==> config.mk <==
export PLATFORM = sky130hd
export DESIGN_NAME = backslash_escape_decoder_top
export DESIGN_NICKNAME = d
export VERILOG_FILES = /design/src/design/bsed_pkg.sv /design/src/design/bsed_front.sv /design/src/design/bsed_queue.sv /design/src/design/bsed_back.sv /design/src/design/backslash_escape_decoder_top.sv
export SDC_FILE = /design/constraint.sdc
export NUM_CORES = 1
export LEC_CHECK = 0
export ABC_CLOCK_PERIOD_IN_PS = 4920
export BUFFER_PORTS_ARGS = -buffer_cell sky130_fd_sc_hd__buf_4
export CAP_MARGIN = 40
export CORE_MARGIN = 5
export CORE_UTILIZATION = 44
export DETAILED_ROUTE_END_ITERATION = 10
export GPL_ROUTABILITY_DRIVEN = 0
export PLACE_DENSITY = 0.71
export SLEW_MARGIN = 10
export SYNTH_ARGS = -nofsm -noshare
export SYNTH_HDL_FRONTEND = slang
export SYNTH_SLANG_ARGS = --single-unit
export TNS_END_PERCENT = 1
==> constraint.sdc <==
create_clock -name clk -period 4.92 [get_ports clk]
set_input_delay 1.476 -clock clk [delete_from_list [all_inputs] [get_ports clk]]
set_output_delay 1.476 -clock clk [all_outputs]
set_load 0.005 [all_outputs]
==> src/design/bsed_pkg.sv <==
// Package for the backslash escape decoder.
// Holds the character constants, escape phase codes and the queue entry type.
// No dependencies.
package bsed_pkg;

  localparam int QDEPTH_DEF = 4;

  localparam logic [7:0] CH_BSL   = 8'h5C;
  localparam logic [7:0] CH_X     = 8'h78;
  localparam logic [7:0] CH_ZERO  = 8'h30;
  localparam logic [7:0] CH_SEVEN = 8'h37;
  localparam logic [7:0] CH_NINE  = 8'h39;
  localparam logic [7:0] CH_UA    = 8'h41;
  localparam logic [7:0] CH_UF    = 8'h46;
  localparam logic [7:0] CH_LA    = 8'h61;
  localparam logic [7:0] CH_LF    = 8'h66;
  localparam logic [7:0] HEX_TEN  = 8'd10;

  // Escape phase codes.
  localparam logic [2:0] PH_IDLE = 3'd0;
  localparam logic [2:0] PH_BSL  = 3'd1;
  localparam logic [2:0] PH_X0   = 3'd2;
  localparam logic [2:0] PH_X1   = 3'd3;
  localparam logic [2:0] PH_O0   = 3'd4;
  localparam logic [2:0] PH_O1   = 3'd5;
  localparam logic [2:0] PH_O2   = 3'd6;

  // One queue entry: the output words that one input word causes.
  typedef struct packed {
    logic [1:0]      cnt;
    logic [2:0][7:0] bytes;
  } bsed_entry_t;

  // Simple escapes: bit 8 set when the character is one.
  function automatic logic [8:0] simple_escape(input logic [7:0] c);
    logic [8:0] r;
    unique case (c)
      8'h5C:   r = {1'b1, 8'h5C};
      8'h61:   r = {1'b1, 8'h07};
      8'h62:   r = {1'b1, 8'h08};
      8'h65:   r = {1'b1, 8'h1B};
      8'h66:   r = {1'b1, 8'h0C};
      8'h6E:   r = {1'b1, 8'h0A};
      8'h72:   r = {1'b1, 8'h0D};
      8'h74:   r = {1'b1, 8'h09};
      8'h76:   r = {1'b1, 8'h0B};
      default: r = 9'd0;
    endcase
    return r;
  endfunction

endpackage

==> src/design/bsed_front.sv <==
// Front end of the backslash escape decoder: accepts input words, runs the
// escape state machine and pushes the resulting bytes as one queue entry.
// Depends on bsed_pkg.
module bsed_front (
  input  logic                 clk,
  input  logic                 rst_n,
  input  logic                 in_tvalid,
  output logic                 in_tready,
  input  logic [7:0]           in_tdata,
  input  logic                 in_tuser,
  input  logic                 cfg_valid,
  output logic                 cfg_ready,
  input  logic                 cfg_data,
  input  logic                 q_full,
  output logic                 q_push,
  output bsed_pkg::bsed_entry_t q_wdata
);
  import bsed_pkg::*;

  logic       interp_r;
  logic [2:0] phase_r, phase_nxt;
  logic [7:0] digit_r, digit_nxt;

  logic       accept;
  logic [7:0] c;
  logic       is_hex, is_oct;
  logic [3:0] hex_v;
  logic [2:0] oct_v;
  logic [8:0] simp;
  logic [1:0] n;
  logic [2:0][7:0] b;
  logic       fresh;

  assign cfg_ready = 1'b1;
  assign in_tready = !q_full;
  assign accept    = in_tvalid && in_tready;
  assign c         = in_tdata;

  always_comb begin
    is_hex = 1'b0;
    hex_v  = 4'd0;
    if (c >= CH_ZERO && c <= CH_NINE) begin
      is_hex = 1'b1;
      hex_v  = 4'(c - CH_ZERO);
    end else if (c >= CH_LA && c <= CH_LF) begin
      is_hex = 1'b1;
      hex_v  = 4'(c - CH_LA + HEX_TEN);
    end else if (c >= CH_UA && c <= CH_UF) begin
      is_hex = 1'b1;
      hex_v  = 4'(c - CH_UA + HEX_TEN);
    end
    is_oct = (c >= CH_ZERO) && (c <= CH_SEVEN);
    oct_v  = c[2:0];
    simp   = simple_escape(c);
  end

  always_comb begin
    phase_nxt = phase_r;
    digit_nxt = digit_r;
    n         = 2'd0;
    b         = '0;
    fresh     = 1'b0;
    if (!interp_r) begin
      phase_nxt = PH_IDLE;
      if (!in_tuser) begin
        b[0] = c;
        n    = 2'd1;
      end
    end else if (in_tuser) begin
      // End of string flushes whatever the pending escape has collected.
      phase_nxt = PH_IDLE;
      unique case (phase_r)
        PH_BSL: begin
          b[0] = CH_BSL;
          n    = 2'd1;
        end
        PH_X0: begin
          b[0] = CH_BSL;
          b[1] = CH_X;
          n    = 2'd2;
        end
        PH_O0: begin
          b[0] = CH_BSL;
          b[1] = CH_ZERO;
          n    = 2'd2;
        end
        PH_X1, PH_O1, PH_O2: begin
          b[0] = digit_r;
          n    = 2'd1;
        end
        default: ;
      endcase
    end else begin
      unique case (phase_r)
        PH_BSL: begin
          if (simp[8]) begin
            b[0]      = simp[7:0];
            n         = 2'd1;
            phase_nxt = PH_IDLE;
          end else if (c == CH_X) begin
            phase_nxt = PH_X0;
          end else if (c == CH_ZERO) begin
            phase_nxt = PH_O0;
          end else begin
            b[0]  = CH_BSL;
            n     = 2'd1;
            fresh = 1'b1;
          end
        end
        PH_X0: begin
          if (is_hex) begin
            digit_nxt = {4'd0, hex_v};
            phase_nxt = PH_X1;
          end else begin
            b[0]  = CH_BSL;
            b[1]  = CH_X;
            n     = 2'd2;
            fresh = 1'b1;
          end
        end
        PH_X1: begin
          if (is_hex) begin
            b[0]      = {digit_r[3:0], hex_v};
            n         = 2'd1;
            phase_nxt = PH_IDLE;
          end else begin
            b[0]  = digit_r;
            n     = 2'd1;
            fresh = 1'b1;
          end
        end
        PH_O0: begin
          if (is_oct) begin
            digit_nxt = {5'd0, oct_v};
            phase_nxt = PH_O1;
          end else begin
            b[0]  = CH_BSL;
            b[1]  = CH_ZERO;
            n     = 2'd2;
            fresh = 1'b1;
          end
        end
        PH_O1: begin
          if (is_oct) begin
            digit_nxt = {digit_r[4:0], oct_v};
            phase_nxt = PH_O2;
          end else begin
            b[0]  = digit_r;
            n     = 2'd1;
            fresh = 1'b1;
          end
        end
        PH_O2: begin
          // The third octal digit wraps the value modulo 256.
          if (is_oct) begin
            b[0]      = {digit_r[4:0], oct_v};
            n         = 2'd1;
            phase_nxt = PH_IDLE;
          end else begin
            b[0]  = digit_r;
            n     = 2'd1;
            fresh = 1'b1;
          end
        end
        default: fresh = 1'b1;
      endcase
      // The character that broke an escape is handled as if nothing were pending.
      if (fresh) begin
        if (c == CH_BSL) begin
          phase_nxt = PH_BSL;
        end else begin
          phase_nxt = PH_IDLE;
          b[n]      = c;
          n         = n + 2'd1;
        end
      end
    end
  end

  assign q_push        = accept && (n != 2'd0);
  assign q_wdata.cnt   = n;
  assign q_wdata.bytes = b;

  always_ff @(posedge clk) begin
    if (!rst_n) begin
      interp_r <= 1'b0;
      phase_r  <= PH_IDLE;
      digit_r  <= 8'd0;
    end else if (cfg_valid && cfg_ready) begin
      interp_r <= cfg_data;
      phase_r  <= PH_IDLE;
    end else if (accept) begin
      phase_r <= phase_nxt;
      digit_r <= digit_nxt;
    end
  end

endmodule

==> src/design/bsed_queue.sv <==
// Short queue between front and back end of the escape decoder.
// Each entry holds the one to three bytes caused by one input word.
// Depends on bsed_pkg.
module bsed_queue #(
  parameter int DEPTH = bsed_pkg::QDEPTH_DEF
) (
  input  logic                  clk,
  input  logic                  rst_n,
  input  logic                  push,
  input  bsed_pkg::bsed_entry_t wdata,
  input  logic                  pop,
  output logic                  full,
  output logic                  empty,
  output bsed_pkg::bsed_entry_t head
);
  import bsed_pkg::*;

  localparam int PW = $clog2(DEPTH);
  localparam int CW = $clog2(DEPTH + 1);

  bsed_entry_t     mem_r [DEPTH];
  logic [PW-1:0]   wr_ptr_r, rd_ptr_r;
  logic [CW-1:0]   count_r;

  assign full  = (count_r == CW'(DEPTH));
  assign empty = (count_r == '0);
  assign head  = mem_r[rd_ptr_r];

  always_ff @(posedge clk) begin
    if (push) begin
      mem_r[wr_ptr_r] <= wdata;
    end
  end

  always_ff @(posedge clk) begin
    if (!rst_n) begin
      wr_ptr_r <= '0;
      rd_ptr_r <= '0;
      count_r  <= '0;
    end else begin
      if (push) begin
        wr_ptr_r <= (wr_ptr_r == PW'(DEPTH - 1)) ? '0 : wr_ptr_r + PW'(1);
      end
      if (pop) begin
        rd_ptr_r <= (rd_ptr_r == PW'(DEPTH - 1)) ? '0 : rd_ptr_r + PW'(1);
      end
      if (push && !pop) begin
        count_r <= count_r + CW'(1);
      end else if (pop && !push) begin
        count_r <= count_r - CW'(1);
      end
    end
  end

endmodule

==> src/design/bsed_back.sv <==
// Back end of the escape decoder: sends the head entry's bytes, one word
// per cycle while out_tready is high; tlast marks the entry's final byte.
// Depends on bsed_pkg.
module bsed_back (
  input  logic                  clk,
  input  logic                  rst_n,
  input  logic                  q_empty,
  input  bsed_pkg::bsed_entry_t q_head,
  output logic                  q_pop,
  output logic                  out_tvalid,
  input  logic                  out_tready,
  output logic [7:0]            out_tdata,
  output logic                  out_tlast
);
  import bsed_pkg::*;

  logic [1:0] sel_r;

  assign out_tvalid = !q_empty;
  assign out_tdata  = q_head.bytes[sel_r];
  assign out_tlast  = (sel_r == q_head.cnt - 2'd1);
  assign q_pop      = out_tvalid && out_tready && out_tlast;

  always_ff @(posedge clk) begin
    if (!rst_n) begin
      sel_r <= 2'd0;
    end else if (out_tvalid && out_tready) begin
      sel_r <= out_tlast ? 2'd0 : sel_r + 2'd1;
    end
  end

endmodule

==> src/design/backslash_escape_decoder_top.sv <==
// Backslash escape decoder, top level in the manner of echo -e.
// Instantiates bsed_front, bsed_queue and bsed_back; depends on bsed_pkg.
//
// Usage:
// The in_ channel takes one character word per cycle while in_tready is high;
// in_tdata is the byte, in_tuser is 0 for a character and 1 for end of
// string, which flushes a pending escape. The out_ channel gives decoded
// bytes; out_tlast marks the final byte caused by one input word. An input
// word causes zero to three output words.
// The cfg_ channel writes interpret_escapes (cfg_data); a write drops any
// pending escape. Write it only while the block is idle.
// Bytes are registered in the queue and go out once earlier entries are sent.
// Throughput: one input word per cycle while the output drains one word per
// cycle; the back end sends one word per cycle, so a word with two or three
// results holds it till the last is sent. The queue of QDEPTH entries absorbs
// these bursts and output stalls; in_tready drops only when it is full.
// Reset (rst_n low, synchronous) empties the queue, clears the escape state
// and disables escape decoding.
module backslash_escape_decoder_top #(
  parameter int QDEPTH = bsed_pkg::QDEPTH_DEF
) (
  input  logic       clk,
  input  logic       rst_n,
  input  logic       in_tvalid,
  output logic       in_tready,
  input  logic [7:0] in_tdata,   // [7:0] char_in
  input  logic       in_tuser,   // [0] kind
  output logic       out_tvalid,
  input  logic       out_tready,
  output logic [7:0] out_tdata,  // [7:0] byte_out
  output logic       out_tlast,
  input  logic       cfg_valid,
  output logic       cfg_ready,
  input  logic       cfg_data
);
  import bsed_pkg::*;

  bsed_entry_t q_wdata, q_head;
  logic        q_push, q_pop, q_full, q_empty;

  bsed_front u_front (
    .clk       (clk),
    .rst_n     (rst_n),
    .in_tvalid (in_tvalid),
    .in_tready (in_tready),
    .in_tdata  (in_tdata),
    .in_tuser  (in_tuser),
    .cfg_valid (cfg_valid),
    .cfg_ready (cfg_ready),
    .cfg_data  (cfg_data),
    .q_full    (q_full),
    .q_push    (q_push),
    .q_wdata   (q_wdata)
  );

  bsed_queue #(
    .DEPTH (QDEPTH)
  ) u_queue (
    .clk   (clk),
    .rst_n (rst_n),
    .push  (q_push),
    .wdata (q_wdata),
    .pop   (q_pop),
    .full  (q_full),
    .empty (q_empty),
    .head  (q_head)
  );

  bsed_back u_back (
    .clk        (clk),
    .rst_n      (rst_n),
    .q_empty    (q_empty),
    .q_head     (q_head),
    .q_pop      (q_pop),
    .out_tvalid (out_tvalid),
    .out_tready (out_tready),
    .out_tdata  (out_tdata),
    .out_tlast  (out_tlast)
  );

endmodule

=== After elaboration in Yosys (flattened, before gate mapping) ===
Memories as Yosys holds them, arrays and structs flattened. A register that Yosys moved wholly into a read port is not among the register bits.
Index checks and enable logic that the tools add are counted.
Widths: inputs -> output; s select.

* Input port bits: 15
* Bits in registers: 21
* Output and inout bits: 12
* Bits in writable memories: 104
* Memories kept: 1

* Bitwise gates (word level): 3
* Reductions and logical operators: 29
* Mux-type cells: 83
* Order comparisons: 10
* Equality and inequality tests: 30
* $add $sub $neg: 12

{| class="wikitable"
|+ Memory list
! memory !! words !! width !! read ports !! clocked after memory_dff !! wr ports !! RTL line !! RTL
|-
| u_queue.mem_r || 4 || 26 || 1 || 1 || 1 || bsed_queue.sv:21 || <nowiki>bsed_entry_t mem_r [DEPTH];</nowiki>
|}

{| class="wikitable"
|+ Operators with widths
! operator !! number
|-
| $mux 8 || 16
|-
| $pmux 9 s9 || 1
|-
| $eq 8x7->1 const B || 10
|-
| $mux 24 || 2
|-
| $pmux 8 s6 || 1
|-
| $mux 3 || 13
|-
| $mux 16 || 2
|-
| $mux 2 || 15
|-
| $pmux 7 s2 || 2
|-
| $ne 5x5->1 const B || 5
|-
| $bwmux 24 || 1
|-
| $pmux 8 s3 || 1
|-
| $pmux 3 s6 || 1
|-
| $bmux 8 s2 || 1
|-
| $demux 8 s2 || 1
|-
| $ge 8x7->1 const B || 2
|-
| $le 8x6->1 const B || 2
|-
| $le 8x7->1 const B || 2
|-
| $mux 1 || 16
|-
| $pmux 8 s2 || 1
|-
| $mux 15 || 1
|-
| $mux 14 || 1
|-
| $eq 3x3->1 const B || 4
|-
| $mux 4 || 3
|-
| other kinds (32) || 63
|}

=== Longest topological paths before layout ===
* Word-level depth: 20
* Mapped depth: 18
* Mapped depth without buffers: 16

=== Cells and area by module ===
Synthesis repeated with hierarchy kept, for this count alone.

* Cells, all modules: 560
* Area, all modules: 6895.4 µm²

{| class="wikitable"
|+ By module, submodules not included
! module !! sequential area each (µm²) !! area each (µm²) !! cells an instance !! instances
|-
| bsed_queue || 3303.2 || 4255.3 || 180 || 1
|-
| bsed_front || 240.2 || 2333.5 || 336 || 1
|-
| bsed_back || 40.0 || 306.5 || 44 || 1
|}

=== Worst setup path before layout ===
No wires, ideal clock.

* Path type: input-to-reg
* Start: input port in_tdata[0]
* End: register u_queue.count_r[2]
* Arrival time: 5027 ps
* Required time: 4844 ps
* Stages: 18
* Path slack: -182 ps
* Path buffers: 2
* Setup time: 76 ps
* Cells stage by stage: clkbuf_1 -> inv_1 -> ha_1 -> or3b_2 -> o311ai_4 -> and2_4 -> buf_6 -> a21oi_4 -> ha_1 -> or2_2 -> o211ai_1 -> a31oi_2 -> ha_1 -> inv_1 -> fa_1 -> xor2_1 -> or3_1 -> a21boi_0

* Cells in the longest elaborated chain, start to end: 19
* Elaborated cells between the ends (all ways): 55

{| class="wikitable"
|+ RTL lines
! what !! RTL line !! RTL
|-
| start: declaration || backslash_escape_decoder_top.sv:26 || <nowiki>input logic [7:0] in_tdata,</nowiki>
|-
| $ge 8x7->1 or $le 8x7->1 (tied branches) || bsed_front.sv:48 || <nowiki>end else if (c >= CH_UA && c <= CH_UF) begin</nowiki>
|-
| $logic_and 1x1->1 || bsed_front.sv:48 ||
|-
| $mux 1 || bsed_front.sv:48 ||
|-
| $mux 1 || bsed_front.sv:45 || <nowiki>end else if (c >= CH_LA && c <= CH_LF) begin</nowiki>
|-
| $mux 1 || bsed_front.sv:42 || <nowiki>if (c >= CH_ZERO && c <= CH_NINE) begin</nowiki>
|-
| $mux 2 || bsed_front.sv:111 || <nowiki>if (is_hex) begin</nowiki>
|-
| $pmux 2 s5 || bsed_front.sv:94 || <nowiki>unique case (phase_r)</nowiki>
|-
| $mux 2 || bsed_front.sv:69 || <nowiki>end else if (in_tuser) begin</nowiki>
|-
| [4 not listed] || -- ||
|-
| $mux 2 (*) || bsed_front.sv:69 ||
|-
| $mux 2 (*) || bsed_front.sv:63 || <nowiki>if (!interp_r) begin</nowiki>
|-
| $reduce_bool 2->1 (*) || bsed_front.sv:180 || <nowiki>assign q_push = accept && (n != 2'd0);</nowiki>
|-
| $logic_and 1x1->1 (*) || bsed_front.sv:180 ||
|-
| net q_push || backslash_escape_decoder_top.sv:39 || <nowiki>logic q_push, q_pop, q_full, q_empty;</nowiki>
|-
| $logic_not 1->1 || bsed_queue.sv:49 || <nowiki>end else if (pop && !push) begin</nowiki>
|-
| $logic_and 1x1->1 || bsed_queue.sv:49 ||
|-
| $reduce_bool 2->1 (no source line) || -- ||
|-
| end signal: assignment || bsed_queue.sv:48 || <nowiki>count_r <= count_r + CW'(1);</nowiki>
|-
| end signal: assignment || bsed_queue.sv:50 || <nowiki>count_r <= count_r - CW'(1);</nowiki>
|-
| end: declaration || bsed_queue.sv:23 || <nowiki>logic [CW-1:0] count_r;</nowiki>
|}

The timed path passes the listed nets; every way through them passes the cells marked *. The select of a mux whose other input is x is not followed.
A chain may end at the register's enable or synchronous reset.

=== Worst setup path after layout ===
* Start: input port in_tdata[1]
* End: register u_queue.count_r[2]

The elaborated chain is that of the path after synthesis.

==> results.py <==
metrics = {
    "run_status": {
        "result_of_the_run": "finished, final reports clean",
    },
    "cts": {
        "cts_buffers": 17,
        "cts_htree_levels": 4,
        "path_clk_slew_ps": 50,
        "cts.sinks": 127,
        "clock_latency_ps": 400,
        "cts_resized": 0,
        "clock_root_cell": "sky130_fd_sc_hd__clkbuf_16",
        "cts.path.max_buffers": 2,
        "postCtsSetupBuffers": 0,
        "cts_hold_buf": 0,
        "clock_tree_from_tritoncts": "done",
    },
    "critical_path": {
        "timing.setup.critical_path_class": "in -> reg",
        "worstPathBufferInverterCount": 3,
        "crit_path_start_kind": "primary input",
        "required_ps": 5250,
        "crit_path_cell_trace": "buf_4 -> inv_1 -> ha_1 -> or3b_4 -> o311ai_4 -> and2_4 -> a21oi_4 -> ha_1 -> or2_2 -> o211ai_1 -> a31oi_2 -> ha_2 -> inv_1 -> fa_2 -> xor2_1 -> or3_1 -> a21boi_1",
        "timing.critical_path.max_delay_family": "adder cells",
        "worstPathMaxFanout": 9,
        "worst_setup_path_end_kind": "flop",
        "timing.critical_path.slowest_stage_cell": "sky130_fd_sc_hd__or3b_4",
        "crit_arrival_ps": 4840,
        "worst_path_largest_cell_delay_ps": 390,
    },
    "detailed_routing": {
        "firstDrtPassIters": 5,
        "post_detailed_route_count_of_antenna_violating_nets": 0,
        "drt_iter0_markers": 428,
        "routed_wl_mm": 15.6,
        "post_drt_via_cell_ratio": 6.09,
        "route.detailed.drc": 0,
        "route.vias.total": 4695,
        "wire_per_inst_um": 20.2,
    },
    "timing": {
        "worstMarginPinSlew_ps": 769,
        "rsz0062_at_grt": "false",
        "maxClockFrequency_mhz": 221,
        "min_period_ps": 4510,
        "finClkSkew_ps": 7.77,
        "fin_hold_ws_ps": 508,
        "slew_headroom_pct": 48.7,
        "timing_hold_violations_final": 0,
        "report.final.setup_viol": 0,
        "worst_slack_ps": 405,
        "final-max-slew-violation-count": 0,
        "period_share_pct": 91.8,
    },
    "synthesis": {
        "yosys_register_bits": 127,
        "synth_cell_types": 80,
        "syn_area_per_cell_um2": 12.4,
        "synthesis.nets": 569,
        "yosys_warnings": 0,
        "synth_top_cell_area_share_pct": 46.8,
        "synth.cell_area_um2": 6670,
        "async_flop_share_pct": 0,
        "syn-instance-count": 540,
        "synthFlopType": "sky130_fd_sc_hd__edfxtp_1",
        "yosys-top-cells-area": "sky130_fd_sc_hd__edfxtp_1 47%, sky130_fd_sc_hd__mux4_2 8.8%, sky130_fd_sc_hd__dfxtp_1 6.9%",
        "number_of_flops_mapped_to_enable_cells_by_yosys": 104,
        "seq_area_frac_synth_pct": 53.7,
        "yosys.area.top_type": "sky130_fd_sc_hd__edfxtp_1",
    },
    "die": {
        "die_w_um": 133,
        "total_number_of_placement_rows": 45,
        "starting_density_pct": 44.4,
        "io_pins": 27,
        "chipHeight_um": 133,
        "die-area_um2": 17700,
        "core-area_um2": 15000,
    },
    "cells_and_area": {
        "utilization_pct": 51.6,
        "nets": 599,
        "final_layout_size_suffix_gt1_share_pct": 22.0,
        "layout_commonest_cell": "sky130_fd_sc_hd__edfxtp_1",
        "final.fill_count": 1240,
        "final_area_um2": 7750,
        "layout_common_cells": "104 x sky130_fd_sc_hd__edfxtp_1, 45 x sky130_fd_sc_hd__buf_4, 43 x sky130_fd_sc_hd__nand2_1",
        "antenna-diode-count": 0,
        "area_delta_synth_final_pct": 16.2,
    },
    "grt": {
        "grt_start_max_net_pins": 31,
        "grt_use_met2_pct": 29.1,
        "grt_pass1_vias": 4685,
        "grt_remaining_overflow": 0,
        "grt.met3_usage_pct": 3.66,
        "antenna_found_initial": 0,
        "global_route_wire_length_before_repair_mm": 24.9,
        "global_route.usage.met1_pct": 23.9,
        "grt_util_all_layers_pct": 18.0,
        "most_used_routing_layer_in_global_routing": "met2",
    },
    "pwr": {
        "pwr_density_cell_nw_per_um2": 411,
        "worst_ir_drop_vdd_v": 0.000229,
        "totalPowerFinal_w": 0.00318,
        "power.leakage_nw": 2.64,
    },
    "run": {
        "cap_viol_max_count": 0,
    },
    "hold_path": {
        "worstHoldPathType": "reg -> reg",
    },
    "placement": {
        "port-buffer-count": 25,
        "dpl.hpwl_mm": 11.0,
        "place_ws_ps": -9.89,
        "place_area_um2": 7130,
    },
}
-- layout make-up --
class	count	area, um^2	share of cell area (%)
clock buffers	26	489	6.31
flip-flops and latches	127	3580	46.3
repair buffers	45	338	4.36
inverters	31	119	1.53
clock inverters	6	133	1.71
well taps	188	235	3.04
multi-input cells	348	2850	36.8
-- state kept, by name, indices dropped and copies added (netlist names), named ones only --
name	count
u_queue.wr_ptr_r	2
u_front.digit_r	8
u_front.interp_r	1
u_queue.count_r	3
u_back.sel_r	2
u_queue.mem_r	104
u_queue.rd_ptr_r	2
u_front.phase_r	3
-- cell families (layout without fill, tap and decap cells) --
kind of cell	Yosys count	count (layout)	synth area share (%)
adders and majority gates	16	16	3.04
xor gates and xnor gates	7	7	0.919
AOI/OAI and AO/OA	137	137	15.3
muxes	43	43	11.4
DFF	127	127	53.7
buffers and inverters	65	108	4.01
other	1	1	0.0562
and+or+nand+nor	144	144	11.6
-- per-stage QoR --
| step | cells | setup TNS [ps] |
|---|---|---|
| floorplan | 540 | 0 |
| global placement | 739 | 0 |
| detailed placement | 739 | -9.89 |
| CTS | 771 | 0 |
| global route | 771 | 0 |
| finish | 771 | 0 |
-- layer usage --
layer | part of all wire (%) | routed length (um) | vias up
met3 | 6.7 | 1050 | 53
met1 | 42 | 6610 | 2260
li1 | - | - | 2149
met4 | 2.8 | 442 | 0
met2 | 48 | 7490 | 233
met5 | 0 | 0 | -
-- synth_stat cells (7+ instances only) --
cell type and n:
sky130_fd_sc_hd__nand2_1 43, sky130_fd_sc_hd__a22oi_1 9, sky130_fd_sc_hd__edfxtp_1 104, sky130_fd_sc_hd__nor3_1 12, sky130_fd_sc_hd__o22ai_1 10, sky130_fd_sc_hd__nor2_1 25, sky130_fd_sc_hd__mux2i_1 15, sky130_fd_sc_hd__ha_1 13
sky130_fd_sc_hd__dfxtp_1 23, sky130_fd_sc_hd__buf_1 7, sky130_fd_sc_hd__o221ai_1 8, sky130_fd_sc_hd__clkbuf_1 20, sky130_fd_sc_hd__nor2b_1 13, sky130_fd_sc_hd__a21oi_1 28, sky130_fd_sc_hd__nand3_1 8, sky130_fd_sc_hd__inv_1 29
sky130_fd_sc_hd__mux4_2 26, sky130_fd_sc_hd__and2_1 8, sky130_fd_sc_hd__nand2b_1 7, sky130_fd_sc_hd__o21ai_0 16
-- where the power goes --
group          switching [W]  leakage [nW]  internal [W]
combinational       0.000262          1.20      0.000288
sequential         0.0000734          1.14       0.00126
clock               0.000412         0.299      0.000888
total               0.000748          2.64       0.00244
-- worst register-to-register path, stage by stage, from the launching register on --
cell and delay [ps]:
sky130_fd_sc_hd__dfxtp_1 510, sky130_fd_sc_hd__inv_1 300, sky130_fd_sc_hd__nand2_1 170, sky130_fd_sc_hd__a2111oi_2 440
sky130_fd_sc_hd__nor2_1 150, sky130_fd_sc_hd__ha_1 300, sky130_fd_sc_hd__or2_2 100, sky130_fd_sc_hd__o211ai_1 120
sky130_fd_sc_hd__a31oi_2 240, sky130_fd_sc_hd__ha_2 220, sky130_fd_sc_hd__inv_1 60, sky130_fd_sc_hd__fa_2 380
sky130_fd_sc_hd__xor2_1 170, sky130_fd_sc_hd__or3_1 310, sky130_fd_sc_hd__a21boi_1 150
-- path summary, 6_finish.rpt --
path	start	end	slack (ps)	cells past startpoint
setup / recovery	in_tdata[1]	u_queue.count_r[2]	410	17
hold / removal	u_queue.count_r[2]	u_queue.count_r[2]	510	2
setup reg to reg	u_front.phase_r[1]	u_queue.count_r[2]	1230	14
hold reg to reg	u_queue.count_r[2]	u_queue.count_r[2]	510	2
(Power assumes the default switching activity.)
